==> src/hdl/ple_pkg.sv <==
package ple_pkg;

  localparam int VALUE_W   = 32;
  localparam int POS_W     = 5;
  localparam int CNT_W     = 5;
  localparam int OP_W      = 3;
  localparam int STAT_W    = 3;
  localparam int CAPACITY_DEFAULT = 16;

  // request op codes
  localparam logic [OP_W-1:0] OP_INS_FRONT = 3'd0;
  localparam logic [OP_W-1:0] OP_INS_BACK  = 3'd1;
  localparam logic [OP_W-1:0] OP_INS_AT    = 3'd2;
  localparam logic [OP_W-1:0] OP_DEL_FRONT = 3'd3;
  localparam logic [OP_W-1:0] OP_DEL_BACK  = 3'd4;
  localparam logic [OP_W-1:0] OP_DEL_AT    = 3'd5;
  localparam logic [OP_W-1:0] OP_DUMP      = 3'd6;

  // result status codes
  localparam logic [STAT_W-1:0] STAT_OK         = 3'd0;
  localparam logic [STAT_W-1:0] STAT_FULL       = 3'd1;
  localparam logic [STAT_W-1:0] STAT_EMPTY      = 3'd2;
  localparam logic [STAT_W-1:0] STAT_BADPOS     = 3'd3;
  localparam logic [STAT_W-1:0] STAT_EMPTY_DUMP = 3'd4;

  typedef struct packed {
    logic [OP_W-1:0]           op;
    logic signed [VALUE_W-1:0] value;
    logic [POS_W-1:0]          position;
  } ple_in_t;

  typedef struct packed {
    logic signed [VALUE_W-1:0] item_value;
    logic [POS_W-1:0]          item_position;
    logic                      last;
    logic [STAT_W-1:0]         status;
    logic [CNT_W-1:0]          count;
  } ple_out_t;

  // what every cell does this cycle
  typedef enum logic [1:0] {
    CELL_HOLD,
    CELL_INS,   // open a gap at idx, shift right above it
    CELL_DEL,   // close the gap at idx, shift left from it
    CELL_ROT    // shift left, slot idx takes the old head
  } ple_cell_op_t;

  typedef struct packed {
    ple_cell_op_t              kind;
    logic [CNT_W-1:0]          idx;
    logic signed [VALUE_W-1:0] value;
  } ple_cell_cmd_t;

  typedef enum logic {
    STATE_IDLE,
    STATE_DUMP
  } ple_state_t;

endpackage

==> src/hdl/ple_cell.sv <==
module ple_cell #(
  parameter int INDEX = 0
) (
  input  logic                          clk,
  input  ple_pkg::ple_cell_cmd_t        cmd,
  input  logic signed [ple_pkg::VALUE_W-1:0] left,
  input  logic signed [ple_pkg::VALUE_W-1:0] right,
  input  logic signed [ple_pkg::VALUE_W-1:0] head,
  output logic signed [ple_pkg::VALUE_W-1:0] entry
);
  import ple_pkg::*;

  localparam logic [CNT_W-1:0] MY_IDX = CNT_W'(INDEX);

  logic signed [VALUE_W-1:0] entry_next;

  always_comb begin
    entry_next = entry;
    case (cmd.kind)
      CELL_INS: begin
        if (MY_IDX == cmd.idx) begin
          entry_next = cmd.value;
        end else if (MY_IDX > cmd.idx) begin
          entry_next = left;
        end
      end
      CELL_DEL: begin
        if (MY_IDX >= cmd.idx) begin
          entry_next = right;
        end
      end
      CELL_ROT: begin
        if (MY_IDX == cmd.idx) begin
          entry_next = head;
        end else if (MY_IDX < cmd.idx) begin
          entry_next = right;
        end
      end
      default: entry_next = entry;
    endcase
  end

  // payload only, no reset: slots are read only after being written
  always_ff @(posedge clk) begin
    entry <= entry_next;
  end

endmodule

==> src/hdl/positional_list_engine_top.sv <==
// Channel | Signals                        | Direction | Word
// cmd     | cmd_valid, cmd_ready, cmd      | in        | ple_in_t: op, value, position
// res     | res_valid, res_ready, res      | out       | ple_out_t: item_value, item_position,
//         |                                |           |   last, status, count
//
// Inserts, deletes and status-only ops complete on the accepting edge: the whole row of cells shifts at once
// and the status word lands in the output register on the same edge.
// A dump of N entries: the accepting edge loads no word, then one word per cycle while the
// output register is free; the row rotates left by one slot with each word so the head cell always
// holds the next entry, and after N steps it is restored.
// A new command is taken only in idle while the output register is empty or being drained.
// Reset (rst, synchronous) empties the list and the output register; cells keep stale data.
// A stalled res_ready freezes the dump in place; nothing is lost or repeated.
module positional_list_engine_top #(
  parameter int CAPACITY = ple_pkg::CAPACITY_DEFAULT
) (
  input  logic              clk,
  input  logic              rst,
  input  logic              cmd_valid,
  output logic              cmd_ready,
  input  ple_pkg::ple_in_t  cmd,
  output logic              res_valid,
  input  logic              res_ready,
  output ple_pkg::ple_out_t res
);
  import ple_pkg::*;

  localparam logic [CNT_W:0] CAP_EXT = (CNT_W + 1)'(CAPACITY);

  ple_state_t       state, state_next;
  logic [CNT_W-1:0] count, count_next;
  logic [CNT_W-1:0] dump_pos;
  logic [CNT_W-1:0] last_idx;
  ple_out_t         res_new;
  ple_cell_cmd_t    cell_cmd;
  logic             slot_free;
  logic             accept;
  logic             load;
  logic             dump_start;
  logic             dump_last;

  logic signed [VALUE_W-1:0] entries [CAPACITY];

  assign slot_free = !res_valid || res_ready;
  assign cmd_ready = (state == STATE_IDLE) && slot_free;
  assign accept    = cmd_valid && cmd_ready;
  assign last_idx  = count - CNT_W'(1);
  assign dump_last = (dump_pos == last_idx);

  // ---- row of cells: each slot talks to its neighbors and sees the head ----
  for (genvar i = 0; i < CAPACITY; i++) begin : g_cell
    logic signed [VALUE_W-1:0] left_val;
    logic signed [VALUE_W-1:0] right_val;
    if (i == 0) begin : g_first
      assign left_val = '0;
    end else begin : g_mid_l
      assign left_val = entries[i-1];
    end
    if (i == CAPACITY - 1) begin : g_last
      assign right_val = '0;
    end else begin : g_mid_r
      assign right_val = entries[i+1];
    end
    ple_cell #(.INDEX(i)) u_cell (
      .clk   (clk),
      .cmd   (cell_cmd),
      .left  (left_val),
      .right (right_val),
      .head  (entries[0]),
      .entry (entries[i])
    );
  end

  // ---- command decode and output word ----
  always_comb begin
    logic [STAT_W-1:0] status;
    logic [CNT_W:0]    pos_ext;
    logic [CNT_W:0]    cnt_ext;
    status        = STAT_OK;
    pos_ext       = {1'b0, cmd.position};
    cnt_ext       = {1'b0, count};
    cell_cmd.kind  = CELL_HOLD;
    cell_cmd.idx   = '0;
    cell_cmd.value = cmd.value;
    count_next    = count;
    load          = 1'b0;
    dump_start    = 1'b0;
    res_new       = '0;

    if (accept) begin
      case (cmd.op)
        OP_INS_FRONT, OP_INS_BACK, OP_INS_AT: begin
          if (cnt_ext >= CAP_EXT) begin
            status = STAT_FULL;
          end else if (cmd.op == OP_INS_FRONT) begin
            cell_cmd.kind = CELL_INS;
            cell_cmd.idx  = '0;
          end else if (cmd.op == OP_INS_BACK) begin
            cell_cmd.kind = CELL_INS;
            cell_cmd.idx  = count;
          end else if (cmd.position == '0 || pos_ext > cnt_ext + (CNT_W + 1)'(1)) begin
            status = STAT_BADPOS;
          end else begin
            cell_cmd.kind = CELL_INS;
            cell_cmd.idx  = cmd.position - CNT_W'(1);
          end
          if (cell_cmd.kind == CELL_INS) begin
            count_next = count + CNT_W'(1);
          end
        end
        OP_DEL_FRONT, OP_DEL_BACK, OP_DEL_AT: begin
          if (count == '0) begin
            status = STAT_EMPTY;
          end else if (cmd.op == OP_DEL_FRONT) begin
            cell_cmd.kind = CELL_DEL;
            cell_cmd.idx  = '0;
          end else if (cmd.op == OP_DEL_BACK) begin
            cell_cmd.kind = CELL_DEL;
            cell_cmd.idx  = last_idx;
          end else if (cmd.position == '0 || pos_ext > cnt_ext) begin
            status = STAT_BADPOS;
          end else begin
            cell_cmd.kind = CELL_DEL;
            cell_cmd.idx  = cmd.position - CNT_W'(1);
          end
          if (cell_cmd.kind == CELL_DEL) begin
            count_next = count - CNT_W'(1);
          end
        end
        OP_DUMP: begin
          if (count == '0) begin
            status = STAT_EMPTY_DUMP;
          end else begin
            dump_start = 1'b1;
          end
        end
        default: status = STAT_OK;
      endcase
      if (!dump_start) begin
        load           = 1'b1;
        res_new.last   = 1'b1;
        res_new.status = status;
        res_new.count  = count_next;
      end
    end else if (state == STATE_DUMP && slot_free) begin
      // head cell holds the next entry; rotate it to the tail of the list
      load                  = 1'b1;
      res_new.item_value    = entries[0];
      res_new.item_position = dump_pos + CNT_W'(1);
      res_new.last          = dump_last;
      res_new.status        = STAT_OK;
      res_new.count         = count;
      cell_cmd.kind         = CELL_ROT;
      cell_cmd.idx          = last_idx;
    end
  end

  // ---- next state ----
  always_comb begin
    state_next = state;
    case (state)
      STATE_IDLE: begin
        if (dump_start) begin
          state_next = STATE_DUMP;
        end
      end
      STATE_DUMP: begin
        if (slot_free && dump_last) begin
          state_next = STATE_IDLE;
        end
      end
      default: state_next = STATE_IDLE;
    endcase
  end

  always_ff @(posedge clk) begin
    if (rst) begin
      state     <= STATE_IDLE;
      count     <= '0;
      dump_pos  <= '0;
      res_valid <= 1'b0;
    end else begin
      state <= state_next;
      count <= count_next;
      if (dump_start) begin
        dump_pos <= '0;
      end else if (state == STATE_DUMP && slot_free) begin
        dump_pos <= dump_pos + CNT_W'(1);
      end
      if (load) begin
        res_valid <= 1'b1;
      end else if (res_ready) begin
        res_valid <= 1'b0;
      end
    end
  end

  always_ff @(posedge clk) begin
    if (load) begin
      res <= res_new;
    end
  end

endmodule

==> config.mk <==
export PLATFORM = sky130hd
export DESIGN_NAME = positional_list_engine_top
export DESIGN_NICKNAME = d
export VERILOG_FILES = /design/src/hdl/ple_pkg.sv /design/src/hdl/ple_cell.sv /design/src/hdl/positional_list_engine_top.sv
export SDC_FILE = /design/constraint.sdc
export NUM_CORES = 1
export LEC_CHECK = 0
export BUFFER_PORTS_ARGS = -buffer_cell sky130_fd_sc_hd__buf_4
export CAP_MARGIN = 20
export CELL_PAD_IN_SITES_DETAIL_PLACEMENT = 1
export CELL_PAD_IN_SITES_GLOBAL_PLACEMENT = 2
export CORE_MARGIN = 4
export CORE_UTILIZATION = 39
export CTS_CLUSTER_SIZE = 12
export DETAILED_ROUTE_END_ITERATION = 7
export PLACE_DENSITY_LB_ADDON = 0.05
export SYNTH_ARGS = -nofsm -noshare
export SYNTH_HDL_FRONTEND = slang
export SYNTH_SLANG_ARGS = --single-unit
==> constraint.sdc <==
create_clock -name clk -period 6.2 [get_ports clk]
set_input_delay 0 -clock clk [delete_from_list [all_inputs] [get_ports clk]]
set_output_delay 0 -clock clk [all_outputs]
set_load 0.02 [all_outputs]
==> reports/metrics.cfg <==
[global_routing]
grt_max_degree=151
globalRouteTotalUtil_pct=31.1
grt_overflow=0
grt_pass1_vias=25200
grt_pass1_wl_um=182000
antenna_found_initial=2

[sta]
fin_skew_ns=0.0211
fin_hold_ws_ns=0.0621
slew_violations=0
hold_viol_final=0
setup_tns_ns=0
rsz0062_at_grt=false
tightest_slew_ns=1.13
fin_crit_ns=5.32
relSlewSlack_pct=24.8
finalSetupViolCount=0
fmax_mhz=188
post-route-period-util_pct=85.8

[drt]
avgRoutedWirePerCell_um=34.9
drc=0
vias_per_cell=6.77
first_pass_iters=6
drt-total-wl_um=126000
num_vias=24500
drt-initial-drc-count=3008
antenna_left=0

[clocking]
h-tree-depth=3
post-cts-setup-buffer-count=0
clkSinkCount=570
clkLatencyLatePin_ns=0.62
cts_buffers=68
cts_root_buffer=clkbuf_16
clk_pin_slew_worst_paths_ns=0.07
cts_hold_buffers=39
cts.path.max_buffers=3
cts_tree=yes
ctsResizeCount=0

[critical_path]
rr_worst_depth=11
path_class=register to register
required_ns=6.67
r2r_start=count[0]
start_kind=register
rrSetupSlack_ns=0.88
critPathCaptureType=register
startpoint=count[0]
critical_path.endpoint=g_cell[4].u_cell.entry[15]
r2r-end=g_cell[4].u_cell.entry[15]
crit_fanout=23
crit_arrival_ns=5.79

[job]
maxCapViolCount=0

[die]
ioPinCount=92
start_util_pct=39.4
num_rows=100
die_w_um=282
fp.coreArea_um2=74400
die_y_um=282
die_area_um2=79700

[yosys]
synth_fp_nets=2648
ys.warnings.count=0
syn-cell-area_um2=29300
seq_area_frac_synth_pct=57.9
avgSynthCellArea_um2=11.3
synth-seq-cells=570
synth_ff_type=edfxtp_1
async_flop_share_pct=0
netlist_top_cells_area=edfxtp_1 57%, a221o_1 14%, nand2_1 4.0%, a21oi_1 3.8%, and3_1 2.8%
synth_top_area_share_pct=57.1
synth_cell_types=76
syn_inst=2590
synth_area_leader_cell=edfxtp_1
synth_edf_count=558

[power]
p_leak_uw=0.0126
p_int_uw=8720
comb_power_share_pct=24.9
ir_drop_uv=196
clockPowerShare_pct=30.6
switching_share_pct=32.8
p_sw_uw=4250
power_density_nw_per_um2=385
pwr-share-seq_pct=44.5

[cells_and_area]
area_growth_pct=14.9
layout_commonest_cell=edfxtp_1
antenna_cells=0
final_cells=3613
most-common-layout-cells=558 x edfxtp_1, 417 x a221o_1, 313 x nand2_1
layout-drive-gt1-share_pct=13.7
final_nets=2652

[worst_hold_path]
hold_depth=4
hold_path_class=primary input to register

[placed_design]
dp_hpwl_um=78300
io_buffer_count=91
gp_congestion=0.826
dp_cells=3452

[status]
status=finished, final reports clean

==> logic make-up (layout without fill, tap and decap cells) <==
group	count (synthesis)	in the layout	synth area share [%]
compound gates	834	834	22.9
xor+xnor	22	22	0.657
fa+ha+maj	14	14	0.597
buf+inv	324	378	4.59
flops	570	570	57.9
mux	5	5	0.183
simple gates	821	821	13.1
==> power by group through the flow <==
stage	logic (uW)	registers (uW)	clock network [uW]
after CTS	3180	5770	4020
final	3230	5770	3970
after global placement	3060	5840	0
after detailed placement	3140	5840	0
after floorplan	1970	5640	0
after global routing	3440	5820	4190
==> cell usage after synthesis (40+ instances only) <==
cell type,number
a21oi_1,223
buf_2,88
clkbuf_1,148
nand3_1,49
and3_1,133
buf_1,40
edfxtp_1,558
o21ai_0,57
nor2_1,219
a221o_1,417
nand2_1,314
inv_1,41
==> final cells by class <==
cell class / instances / area (um^2)
clock buffer: 89 / 1850
clock inverter: 31 / 267
fill: 7798 / 40700
inverter: 43 / 161
multi-input combinational: 1696 / 11300
sequential: 570 / 17000
tap: 969 / 1210
timing repair buffer: 215 / 1920
==> worst max-delay path: stages (launching register included) <==
cell	delay, ns
dfxtp_1	0.69
inv_1	0.14
ha_1	0.35
or4b_1	0.42
nand4_1	0.23
a21o_1	0.24
o31ai_1	0.55
or2_0	0.85
nor3_2	0.29
a21oi_2	0.66
buf_4	0.48
a221o_1	0.23
==> registers in the layout, summed over array words and instances, names as in the netlist <==
name                 count
res                     46
state                    1
g_cell.u_cell.entry    512
dump_pos                 5
res_valid                1
count                    5
==> stage by stage <==
step                setup WS, ns  cell area, um^2  total power [uW]  util (%)
floorplan                  0.339            29300              7600         -
finish                     0.883            33700             13000      45.3
global route               0.580            33700             13400      45.3
CTS                        0.901            33700             13000      45.2
detailed placement         0.927            31200              8970      41.9
global placement            1.07            31200              8900      41.9
==> worst min-delay path by stage <==
stage / to / from
after floorplan: cmd_ready / res_ready
after global placement: res_valid / rst
after detailed placement: count[0] / rst
after CTS: res[5] / cmd[3]
after global routing: res[5] / cmd[3]
final: res[5] / cmd[3]
==> metal layers <==
metal / global-route usage, % / wire length [um] / vias to the layer above
met2: 52.7 / 61300 / 1212
met1: 41.0 / 51300 / 12800
met5: 0 / 0 / -
li1: - / - / 10200
met3: 3.45 / 8100 / 261
met4: 12.5 / 5570 / 0
Note: power is estimated with default switching activity, not from simulation.
